**config.mk**
```make
export PLATFORM = sky130hd
export DESIGN_NAME = six_button_pad_reader_flat
export DESIGN_NICKNAME = d
export VERILOG_FILES = /design/src/hdl/sbpr_pkg.sv /design/src/hdl/sbpr_in_if.sv /design/src/hdl/sbpr_out_if.sv /design/src/hdl/sbpr_frame.sv /design/src/hdl/sbpr_port.sv /design/src/hdl/six_button_pad_reader.sv /design/src/flat_wrapper.sv
export VERILOG_INCLUDE_DIRS = /design/src /design/src/hdl
export SDC_FILE = /design/constraint.sdc
export NUM_CORES = 1
export LEC_CHECK = 0
export ABC_AREA = 1
export BUFFER_PORTS_ARGS = -buffer_cell sky130_fd_sc_hd__buf_2
export CAP_MARGIN = 20
export CORE_ASPECT_RATIO = 0.5
export CORE_MARGIN = 4
export CORE_UTILIZATION = 45
export DETAILED_ROUTE_END_ITERATION = 6
export GPL_TIMING_DRIVEN = 0
export HOLD_SLACK_MARGIN = 0.15
export PLACE_DENSITY = 0.74
export SYNTH_ARGS = -nofsm -noshare
export SYNTH_HDL_FRONTEND = slang
export SYNTH_HIERARCHICAL = 1
export SYNTH_SLANG_ARGS = --single-unit
```
**constraint.sdc**
```tcl
create_clock -name clk_i -period 5.4 [get_ports clk_i]
set_clock_uncertainty 0.15 [all_clocks]
set_input_delay 0.54 -clock clk_i [delete_from_list [all_inputs] [get_ports clk_i]]
set_output_delay 0.54 -clock clk_i [all_outputs]
set_load 0.02 [all_outputs]
```
**src/hdl/six_button_pad_reader_defines.svh**
```systemverilog
// Assertion macros shared by the pad reader RTL.
// Depends on nothing; included by files that carry concurrent checks.
`ifndef SIX_BUTTON_PAD_READER_DEFINES_SVH
`define SIX_BUTTON_PAD_READER_DEFINES_SVH

// Same-cycle implication, checked outside reset.
`define SBPR_ASSERT_SAME(label, clk, rst_n, ante, cons, msg) \
  label: assert property (@(posedge clk) disable iff (!rst_n) (ante) |-> (cons)) \
    else $error(msg);

// Next-cycle implication, checked outside reset.
`define SBPR_ASSERT_NEXT(label, clk, rst_n, ante, cons, msg) \
  label: assert property (@(posedge clk) disable iff (!rst_n) (ante) |=> (cons)) \
    else $error(msg);

`endif

```
**src/hdl/sbpr_pkg.sv**
```systemverilog
// Package for the six-button pad reader: phase codes, line and port bit
// positions, the held-button record and the keypad code table. No dependencies.
`default_nettype none

package sbpr_pkg;

  // Frame phases that do work
  localparam logic [2:0] PHASE_CLEAR = 3'd0;
  localparam logic [2:0] PHASE_THREE = 3'd2;
  localparam logic [2:0] PHASE_DIRS  = 3'd3;
  localparam logic [2:0] PHASE_SIX   = 3'd4;
  localparam logic [2:0] PHASE_EXTRA = 3'd5;
  localparam logic [2:0] PHASE_LAST  = 3'd7;

  // Active-low pad line positions
  localparam int unsigned LINE_UP    = 0;
  localparam int unsigned LINE_DOWN  = 1;
  localparam int unsigned LINE_LEFT  = 2;
  localparam int unsigned LINE_RIGHT = 3;
  localparam int unsigned LINE_FIRE  = 4;
  localparam int unsigned LINE_ALT   = 5;

  // Console port
  localparam logic [6:0] PORT_MASK  = 7'h4F;
  localparam logic [7:0] CHAR_STAR  = 8'h2A;
  localparam logic [7:0] CHAR_POUND = 8'h23;
  localparam logic [3:0] CHAR_DIGIT_HI = 4'h3;
  localparam logic [3:0] DIGIT_MAX  = 4'd9;

  // Key codes, bit0 up, bit1 right, bit2 down, bit3 left
  localparam logic [3:0] CODE_STAR  = 4'b0110;
  localparam logic [3:0] CODE_POUND = 4'b1001;
  localparam logic [3:0] CODE_ONE   = 4'b0010;

  // Register indexes
  localparam logic REG_KEYPAD_MODE = 1'b0;

  typedef struct packed {
    logic [3:0] dirs;
    logic [3:0] face;
    logic [3:0] extra;
    logic [1:0] kind;
  } held_t;

  typedef struct packed {
    logic  select_next;
    logic  frame_done;
    held_t held;
  } frame_res_t;

  function automatic logic [3:0] keypad_code(input logic [3:0] digit);
    logic [3:0] code;
    unique case (digit)
      4'd0:    code = 4'b0101;
      4'd1:    code = CODE_ONE;
      4'd2:    code = 4'b1000;
      4'd3:    code = 4'b0011;
      4'd4:    code = 4'b1101;
      4'd5:    code = 4'b1100;
      4'd6:    code = 4'b0001;
      4'd7:    code = 4'b1010;
      4'd8:    code = 4'b1110;
      4'd9:    code = 4'b0100;
      default: code = 4'b0000;
    endcase
    return code;
  endfunction

endpackage

`default_nettype wire

```
**src/hdl/sbpr_in_if.sv**
```systemverilog
// Input channel of the pad reader: one line sample per transfer.
// Depends on nothing.
`default_nettype none

interface sbpr_in_if;
  logic       valid;
  logic       ready;
  logic [5:0] raw_lines;
  logic       key_valid;
  logic [7:0] key_char;

  modport source (output valid, raw_lines, key_valid, key_char, input ready);
  modport sink   (input valid, raw_lines, key_valid, key_char, output ready);
endinterface

`default_nettype wire

```
**src/hdl/sbpr_out_if.sv**
```systemverilog
// Result channel of the pad reader: one result per accepted sample.
// Depends on nothing.
`default_nettype none

interface sbpr_out_if;
  logic       valid;
  logic       ready;
  logic       select_next;
  logic       frame_done;
  logic [3:0] direction_bits;
  logic [3:0] face_bits;
  logic [3:0] extra_bits;
  logic [1:0] pad_kind;
  logic [6:0] console_port;

  modport source (output valid, select_next, frame_done, direction_bits, face_bits,
                  extra_bits, pad_kind, console_port, input ready);
  modport sink   (input valid, select_next, frame_done, direction_bits, face_bits,
                  extra_bits, pad_kind, console_port, output ready);
endinterface

`default_nettype wire

```
**src/hdl/sbpr_frame.sv**
```systemverilog
// Phase counter and held-button registers of the pad reader.
// Depends on sbpr_pkg.
`default_nettype none

module sbpr_frame (
  input  wire logic                clk_i,
  input  wire logic                rst_ni,
  input  wire logic                advance_i,
  input  wire logic [5:0]          raw_lines_i,
  output sbpr_pkg::frame_res_t     res_o
);

  logic [2:0]      phase_q, phase_d;
  sbpr_pkg::held_t held_q, held_d;
  logic            done;

  always_comb begin
    held_d = held_q;
    done   = 1'b0;
    unique case (phase_q)
      sbpr_pkg::PHASE_CLEAR: begin
        held_d = '0;
      end
      sbpr_pkg::PHASE_THREE: begin
        if (!raw_lines_i[sbpr_pkg::LINE_LEFT] && !raw_lines_i[sbpr_pkg::LINE_RIGHT]) begin
          held_d.kind[0] = 1'b1;
          held_d.face[0] = ~raw_lines_i[sbpr_pkg::LINE_FIRE];
          held_d.face[3] = ~raw_lines_i[sbpr_pkg::LINE_ALT];
        end
      end
      sbpr_pkg::PHASE_DIRS: begin
        held_d.dirs    = ~raw_lines_i[3:0];
        held_d.face[1] = ~raw_lines_i[sbpr_pkg::LINE_FIRE];
        held_d.face[2] = ~raw_lines_i[sbpr_pkg::LINE_ALT];
      end
      sbpr_pkg::PHASE_SIX: begin
        if (!raw_lines_i[sbpr_pkg::LINE_UP] && !raw_lines_i[sbpr_pkg::LINE_DOWN]) begin
          held_d.kind[1] = 1'b1;
        end
      end
      sbpr_pkg::PHASE_EXTRA: begin
        if (held_q.kind[1]) begin
          held_d.extra = {~raw_lines_i[sbpr_pkg::LINE_RIGHT], ~raw_lines_i[sbpr_pkg::LINE_UP],
                          ~raw_lines_i[sbpr_pkg::LINE_DOWN], ~raw_lines_i[sbpr_pkg::LINE_LEFT]};
        end
      end
      sbpr_pkg::PHASE_LAST: begin
        done = 1'b1;
      end
      default: begin
        held_d = held_q;
      end
    endcase
  end

  assign phase_d = phase_q + 3'd1;

  always_ff @(posedge clk_i or negedge rst_ni) begin
    if (!rst_ni) begin
      phase_q <= '0;
      held_q  <= '0;
    end else if (advance_i) begin
      phase_q <= phase_d;
      held_q  <= held_d;
    end
  end

  assign res_o.select_next = phase_d[0];
  assign res_o.frame_done  = done;
  assign res_o.held        = held_d;

endmodule

`default_nettype wire

```
**src/hdl/sbpr_port.sv**
```systemverilog
// Console port translation (joystick or keypad) for the pad reader.
// Depends on sbpr_pkg.
`default_nettype none

module sbpr_port (
  input  wire logic            keypad_mode_i,
  input  wire sbpr_pkg::held_t held_i,
  input  wire logic            key_valid_i,
  input  wire logic [7:0]      key_char_i,
  output logic [6:0]           console_port_o
);

  logic [3:0] key_code;
  logic [6:0] code;
  logic       is_digit;

  assign is_digit = (key_char_i[7:4] == sbpr_pkg::CHAR_DIGIT_HI) &&
                    (key_char_i[3:0] <= sbpr_pkg::DIGIT_MAX);

  always_comb begin
    key_code = 4'b0000;
    if (key_valid_i) begin
      if (is_digit) begin
        key_code = sbpr_pkg::keypad_code(key_char_i[3:0]);
      end else if (key_char_i == sbpr_pkg::CHAR_STAR) begin
        key_code = sbpr_pkg::CODE_STAR;
      end else if (key_char_i == sbpr_pkg::CHAR_POUND) begin
        key_code = sbpr_pkg::CODE_POUND;
      end
    end else if (held_i.extra[0]) begin
      key_code = sbpr_pkg::CODE_ONE;
    end
  end

  always_comb begin
    if (keypad_mode_i) begin
      code = {held_i.face[0], 2'b00, key_code};
    end else begin
      // port order: up, right, down, left; fire from B
      code = {held_i.face[1], 2'b00, held_i.dirs[2], held_i.dirs[1],
              held_i.dirs[3], held_i.dirs[0]};
    end
  end

  assign console_port_o = ~code & sbpr_pkg::PORT_MASK;

endmodule

`default_nettype wire

```
**src/hdl/six_button_pad_reader.sv**
```systemverilog
// Top level of the six-button pad reader: sample register, frame logic,
// port translation, result register and APB configuration.
// Depends on sbpr_pkg, sbpr_in_if, sbpr_out_if, sbpr_frame, sbpr_port and the defines header.
//
// Usage:
//   in_i carries one active-low pad line sample per phase of an eight-phase
//   select frame, with the typed key state; out_o returns one result per
//   sample, giving the select level for the next phase and, on the last
//   phase, the button set, pad kind and console port value.
//   A transfer on in_i lands in the sample register, and the frame logic
//   runs from there into the result register. Throughput is one sample per
//   cycle while out_o does not stall; the frame update between the two
//   registers is combinational.
//   When out_o stalls, the result register holds and the sample register
//   takes one more transfer only if it is empty; then in_i.ready drops.
//   Reset clears the phase counter, all held buttons, keypad_mode and both
//   valid flags; the first sample after reset is phase 0.
//   keypad_mode sits at byte address 0 of the APB port; write it only idle.
`default_nettype none
`include "six_button_pad_reader_defines.svh"

module six_button_pad_reader (
  input  wire logic         clk_i,
  input  wire logic         rst_ni,
  sbpr_in_if.sink           in_i,
  sbpr_out_if.source        out_o,
  input  wire logic         psel,
  input  wire logic         penable,
  input  wire logic         pwrite,
  input  wire logic [2:0]   paddr,
  input  wire logic [31:0]  pwdata,
  output logic [31:0]       prdata,
  output logic              pready
);

  // Configuration register
  logic keypad_mode_q;
  logic cfg_write;

  assign pready    = 1'b1;
  assign cfg_write = psel && penable && pwrite && pready &&
                     (paddr[2] == sbpr_pkg::REG_KEYPAD_MODE);
  assign prdata    = (paddr[2] == sbpr_pkg::REG_KEYPAD_MODE) ? {31'd0, keypad_mode_q} : 32'd0;

  always_ff @(posedge clk_i or negedge rst_ni) begin
    if (!rst_ni) begin
      keypad_mode_q <= 1'b0;
    end else if (cfg_write) begin
      keypad_mode_q <= pwdata[0];
    end
  end

  // Sample register
  logic       s1_valid_q;
  logic [5:0] s1_raw_q;
  logic       s1_key_valid_q;
  logic [7:0] s1_key_char_q;
  logic       s1_adv;
  logic       out_free;

  // Result register
  logic       out_valid_q;
  logic       sel_q, sel_d;
  logic       done_q, done_d;
  logic [3:0] dirs_q, dirs_d;
  logic [3:0] face_q, face_d;
  logic [3:0] extra_q, extra_d;
  logic [1:0] kind_q, kind_d;
  logic [6:0] port_q, port_d;

  sbpr_pkg::frame_res_t frame_res;
  logic [6:0]           port_val;

  assign out_free   = !out_valid_q || out_o.ready;
  assign s1_adv     = s1_valid_q && out_free;
  assign in_i.ready = !s1_valid_q || out_free;

  always_ff @(posedge clk_i or negedge rst_ni) begin
    if (!rst_ni) begin
      s1_valid_q <= 1'b0;
    end else if (in_i.ready) begin
      s1_valid_q <= in_i.valid;
    end
  end

  always_ff @(posedge clk_i) begin
    if (in_i.valid && in_i.ready) begin
      s1_raw_q       <= in_i.raw_lines;
      s1_key_valid_q <= in_i.key_valid;
      s1_key_char_q  <= in_i.key_char;
    end
  end

  sbpr_frame u_frame (
    .clk_i       (clk_i),
    .rst_ni      (rst_ni),
    .advance_i   (s1_adv),
    .raw_lines_i (s1_raw_q),
    .res_o       (frame_res)
  );

  sbpr_port u_port (
    .keypad_mode_i  (keypad_mode_q),
    .held_i         (frame_res.held),
    .key_valid_i    (s1_key_valid_q),
    .key_char_i     (s1_key_char_q),
    .console_port_o (port_val)
  );

  // Report the button set only on the last phase; idle value otherwise
  always_comb begin
    sel_d  = frame_res.select_next;
    done_d = frame_res.frame_done;
    if (frame_res.frame_done) begin
      dirs_d  = frame_res.held.dirs;
      face_d  = frame_res.held.face;
      extra_d = frame_res.held.extra;
      kind_d  = frame_res.held.kind;
      port_d  = port_val;
    end else begin
      dirs_d  = '0;
      face_d  = '0;
      extra_d = '0;
      kind_d  = '0;
      port_d  = sbpr_pkg::PORT_MASK;
    end
  end

  always_ff @(posedge clk_i or negedge rst_ni) begin
    if (!rst_ni) begin
      out_valid_q <= 1'b0;
    end else if (out_free) begin
      out_valid_q <= s1_valid_q;
    end
  end

  always_ff @(posedge clk_i) begin
    if (s1_adv) begin
      sel_q   <= sel_d;
      done_q  <= done_d;
      dirs_q  <= dirs_d;
      face_q  <= face_d;
      extra_q <= extra_d;
      kind_q  <= kind_d;
      port_q  <= port_d;
    end
  end

  assign out_o.valid          = out_valid_q;
  assign out_o.select_next    = sel_q;
  assign out_o.frame_done     = done_q;
  assign out_o.direction_bits = dirs_q;
  assign out_o.face_bits      = face_q;
  assign out_o.extra_bits     = extra_q;
  assign out_o.pad_kind       = kind_q;
  assign out_o.console_port   = port_q;

  `SBPR_ASSERT_NEXT(a_adv_fills_out, clk_i, rst_ni, s1_adv, out_valid_q, "result register not filled after advance")
  `SBPR_ASSERT_SAME(a_idle_port, clk_i, rst_ni, out_valid_q && !done_q, (port_q == sbpr_pkg::PORT_MASK) && (kind_q == 2'b00), "mid-frame result not idle")
  `SBPR_ASSERT_SAME(a_done_select_low, clk_i, rst_ni, out_valid_q && done_q, !sel_q, "frame end must restart with select low")

endmodule

`default_nettype wire
```
**src/flat_wrapper.sv**
```systemverilog
// flat-port wrapper written by rule: the top's interface ports become plain ports
module six_button_pad_reader_flat 
  (clk_i, rst_ni, psel, penable, pwrite, paddr, pwdata, prdata, pready, in_i_valid, in_i_raw_lines, in_i_key_valid, in_i_key_char, in_i_ready, out_o_valid, out_o_select_next, out_o_frame_done, out_o_direction_bits, out_o_face_bits, out_o_extra_bits, out_o_pad_kind, out_o_console_port, out_o_ready);
  sbpr_in_if in_i_i ();
  sbpr_out_if out_o_i ();
  input  wire logic clk_i;
  input  wire logic rst_ni;
  input  wire logic psel;
  input  wire logic penable;
  input  wire logic pwrite;
  input  wire logic [2:0] paddr;
  input  wire logic [31:0] pwdata;
  output logic [31:0] prdata;
  output logic pready;
  input wire logic [$bits(in_i_i.valid)-1:0] in_i_valid;
  input wire logic [$bits(in_i_i.raw_lines)-1:0] in_i_raw_lines;
  input wire logic [$bits(in_i_i.key_valid)-1:0] in_i_key_valid;
  input wire logic [$bits(in_i_i.key_char)-1:0] in_i_key_char;
  output wire logic [$bits(in_i_i.ready)-1:0] in_i_ready;
  output wire logic [$bits(out_o_i.valid)-1:0] out_o_valid;
  output wire logic [$bits(out_o_i.select_next)-1:0] out_o_select_next;
  output wire logic [$bits(out_o_i.frame_done)-1:0] out_o_frame_done;
  output wire logic [$bits(out_o_i.direction_bits)-1:0] out_o_direction_bits;
  output wire logic [$bits(out_o_i.face_bits)-1:0] out_o_face_bits;
  output wire logic [$bits(out_o_i.extra_bits)-1:0] out_o_extra_bits;
  output wire logic [$bits(out_o_i.pad_kind)-1:0] out_o_pad_kind;
  output wire logic [$bits(out_o_i.console_port)-1:0] out_o_console_port;
  input wire logic [$bits(out_o_i.ready)-1:0] out_o_ready;
  assign in_i_i.valid = in_i_valid;
  assign in_i_i.raw_lines = in_i_raw_lines;
  assign in_i_i.key_valid = in_i_key_valid;
  assign in_i_i.key_char = in_i_key_char;
  assign in_i_ready = in_i_i.ready;
  assign out_o_valid = out_o_i.valid;
  assign out_o_select_next = out_o_i.select_next;
  assign out_o_frame_done = out_o_i.frame_done;
  assign out_o_direction_bits = out_o_i.direction_bits;
  assign out_o_face_bits = out_o_i.face_bits;
  assign out_o_extra_bits = out_o_i.extra_bits;
  assign out_o_pad_kind = out_o_i.pad_kind;
  assign out_o_console_port = out_o_i.console_port;
  assign out_o_i.ready = out_o_ready;
  six_button_pad_reader u_core (.clk_i(clk_i), .rst_ni(rst_ni), .in_i(in_i_i), .out_o(out_o_i), .psel(psel), .penable(penable), .pwrite(pwrite), .paddr(paddr), .pwdata(pwdata), .prdata(prdata), .pready(pready));
endmodule
```
==> impl_summary.log <==
[metrics] outcome: completed
[metrics] static leakage: 0.00212 µW
[metrics] max incr delay on CP: 620 ps
[metrics] average footprint of a synthesized cell: 9.10 µm²
[metrics] Hold EP: u_core/s1_key_char_q[2]
[metrics] number of hold violations in the final report: 0
[metrics] Detail Route Antenna Nets: 0
[metrics] Cell Chain, Critical Path: a21oi_2, buf_8, buf_2, inv_1, buf_2, nand2_1, nand2_1
[metrics] total CTS buffers: 9
[metrics] final setup fails: 0
[metrics] hold path depth: 1
[metrics] PD cells: 401 nW/µm²
[metrics] worst setup path class: flop to flop
[metrics] quantity of gates resized following cts: 0
[metrics] cell family contributing the most delay on the critical path: buffers and inverters
[metrics] fraction of the cycle the final worst path needs: 43.0%
[metrics] RR Startpoint: u_core/out_o.valid
[metrics] fraction of post-synthesis cell area in the top cell type by area: 35.9%
[metrics] Max-Slew Margin vs Limit: 48.2%
[metrics] Slew @ Worst Pin: 777 ps
[metrics] combined global-route utilization of all metal layers: 14.7%
[metrics] Data required, critical path: 5460 ps
[metrics] Min Hold Slack: 238 ps
[metrics] fraction of layout cells with a size suffix above 1: 29.8%
[metrics] unrepaired setup endpoints after global routing: false
[metrics] R2R Path End: u_core/u_frame/held_q[10]
[metrics] Clk Tree Root Cell: sky130_fd_sc_hd__clkbuf_16
[metrics] fillcell total: 604
[metrics] # H-tree levels: 3
[metrics] maximum resistive drop on vdd: 0.190 mV
[metrics] fmax: 431 MHz
[metrics] number of detailed-route iterations in the first pass: 4
[metrics] DR vias: 2296
[metrics] quantity of I/O buffers inserted on ports: 49
[metrics] clock latency reported for the late side of the worst-skew pair: 320 ps
[metrics] minimum period implied by the final worst setup slack: 2320 ps
[metrics] max-slew violations: 0
[metrics] Hold WC Path Type: input port to flop
[metrics] clock transition time at the flip-flop clock pins of the worst setup and hold paths: 50 ps
[metrics] clock sink total: 58
[metrics] Row Count: 21
[metrics] Seq/Total Area, Yosys: 51.7%
[metrics] NumNets Final: 510
[metrics] starting density of the core: 47.0%
[metrics] total wire length: 5810 µm
[metrics] maximum fanout count along the critical path: 13
[metrics] total global routing overflow: 0
[metrics] crit end category: flop
[metrics] post-detailed-placement half-perimeter wirelength: 4270 µm
[metrics] initial DRC count: 165
[metrics] maximum number of pins on one net before global-route repair: 21
[metrics] clock tree from TritonCTS: yes
[metrics] area of the mapped netlist: 3170 µm²
[metrics] antenna violations before repair: 0
[metrics] DRC: 0
[metrics] GP Congestion: 0.834
[metrics] die span in x: 127 µm
[metrics] floorplan die height: 67.4 µm
[metrics] Area growth syn-to-layout: 25.7%
[metrics] via count of the first global-routing pass: 2057
[metrics] worst reg2reg setup slack: 3080 ps
[metrics] crit path launch type: flop
[metrics] slowest stage cell, crit path: sky130_fd_sc_hd__a21oi_2
[metrics] n_diodes: 0
[metrics] Placeable Area: 6750 µm²
[metrics] max-capacitance violation count: 0
[metrics] die area: 8540 µm²
[metrics] number of instances in the synthesized netlist: 349
[metrics] CP Data Arrival Time: 2380 ps
[metrics] Synth Warn #: 6
[metrics] per-cell routed wire length: 10.8 µm
[metrics] flop and latch count out of synthesis: 58
[metrics] depth of the most critical reg-to-reg path: 7
[metrics] post-synthesis cell type with the largest combined area: sky130_fd_sc_hd__edfxtp_1
[metrics] start point of the worst min-delay path: in_i_key_char[2]
[metrics] CP Buf/Inv Count: 4
[metrics] Avg Vias per Cell: 4.26
[metrics] maximum clock path buffer count: 2
[metrics] distinct cell type count after synthesis: 29
[metrics] total negative slack: 0 ps
[metrics] first-pass GRT wire length: 9450 µm
[metrics] number of primary I/O pins: 115
[metrics] synth top area cells: sky130_fd_sc_hd__edfxtp_1 (36%), sky130_fd_sc_hd__dfrtp_1 (16%), sky130_fd_sc_hd__nand2_1 (13%)
-- per-stage QoR --
step | cell area (µm²) | setup slack, ps | cells | power, µW | utilization (%)
floorplan | 3290 | 2600 | 380 | 921 | -
global placement | 3650 | 1760 | 521 | 1010 | 54.1
detailed placement | 3670 | 2840 | 522 | 1020 | 54.3
CTS | 3990 | 3060 | 539 | 1620 | 59.1
global route | 3990 | 2910 | 539 | 1700 | 59.1
finish | 3990 | 3080 | 539 | 1600 | 59.1
-- worst max-delay path by stage --
stage	slack (ps)	end	cells past startpoint	startpoint
floorplan	2600	u_core/u_frame/held_q[0]	7	out_o_ready
global placement	1760	u_core/u_frame/held_q[10]	8	out_o_ready
detailed placement	2840	u_core/u_frame/held_q[0]	9	out_o_ready
CTS	3060	u_core/u_frame/held_q[10]	7	u_core/out_o.valid
global route	2910	u_core/u_frame/held_q[10]	7	u_core/out_o.valid
finish	3080	u_core/u_frame/held_q[10]	7	u_core/out_o.valid
-- layout make-up --
cell class / instances / area (µm²) / share of cell area [%]
Clock inverter: 6 / 81.3 / 2.04
Sequential cell: 58 / 1640 / 41.1
Inverter: 49 / 185 / 4.64
Tap cell: 92 / 115 / 2.88
Buffer: 45 / 348 / 8.72
Multi-Input combinational cell: 228 / 1120 / 28.1
Timing Repair Buffer: 51 / 270 / 6.77
Clock buffer: 10 / 229 / 5.74
-- cells in the mapped netlist, drive strengths merged --
master,number
nand2,111
inv,48
buf,43
edfxtp,38
nand3,22
dfrtp,20
nor2,19
o21ai,18
ha,11
a21oi,3
and2,3
conb,3
or2,3
clkbuf,2
a21boi,1
clkinv,1
mux2i,1
nor3b,1
xor2,1
-- layer usage --
layer,share of wire (%),global-route usage [%]
met5,0,0
met4,1.4,5.21
met3,11,7.35
met2,44,23.2
met1,44,17.8
-- sequential cells by signal, summed over array words and instances (netlist names), 2 cells and up --
signal	count
u_core/out_o.direction_bits	4
u_core/s1_key_char_q	8
u_core/out_o.face_bits	4
u_core/out_o.pad_kind	2
u_core/s1_raw_q	6
u_core/u_frame/phase_q	3
u_core/out_o.console_port	7
u_core/out_o.extra_bits	4
u_core/u_frame/held_q	14
-- logic make-up after synthesis --
group,after synthesis,synth area share (%)
adders and majority gates,11,4.34
and+or+nand+nor,159,21.6
xor gates and xnor gates,1,0.276
muxes,1,0.315
DFF,58,51.7
AOI/OAI and AO/OA,22,4.61
buffers and inverters,94,16.8
other,3,0.355
-- cell usage in the layout, fill, tap and decap left out, types with 2 or more instances in the layout --
cell type                   count
sky130_fd_sc_hd__nor2_1        19
sky130_fd_sc_hd__buf_4         36
sky130_fd_sc_hd__clkbuf_1       2
sky130_fd_sc_hd__nand3_1       17
sky130_fd_sc_hd__ha_1          11
sky130_fd_sc_hd__o21ai_2        8
sky130_fd_sc_hd__nand3_2        5
sky130_fd_sc_hd__o21ai_1        2
sky130_fd_sc_hd__a21oi_2        2
sky130_fd_sc_hd__o21ai_0        8
sky130_fd_sc_hd__conb_1        34
sky130_fd_sc_hd__clkbuf_16      9
sky130_fd_sc_hd__bufinv_16      2
sky130_fd_sc_hd__clkinv_2       3
sky130_fd_sc_hd__edfxtp_1      38
sky130_fd_sc_hd__inv_1         47
sky130_fd_sc_hd__or2_2          3
sky130_fd_sc_hd__dfrtp_1       20
sky130_fd_sc_hd__buf_6          4
sky130_fd_sc_hd__and2_1         3
sky130_fd_sc_hd__buf_2         52
sky130_fd_sc_hd__nand2_1      106
sky130_fd_sc_hd__nand2_2        4
-- power by group --
group / switching (µW) / total (µW) / internal (µW)
Sequential: 46.7 / 597 / 551
Combinational: 264 / 423 / 159
Clock: 182 / 581 / 399
-- what timing repair did --
item	in CTS	in global routing
hold buffers	1	0
hold endpoints to repair	20	0
setup buffers	0	0
Power figures use the tool's default switching activity.
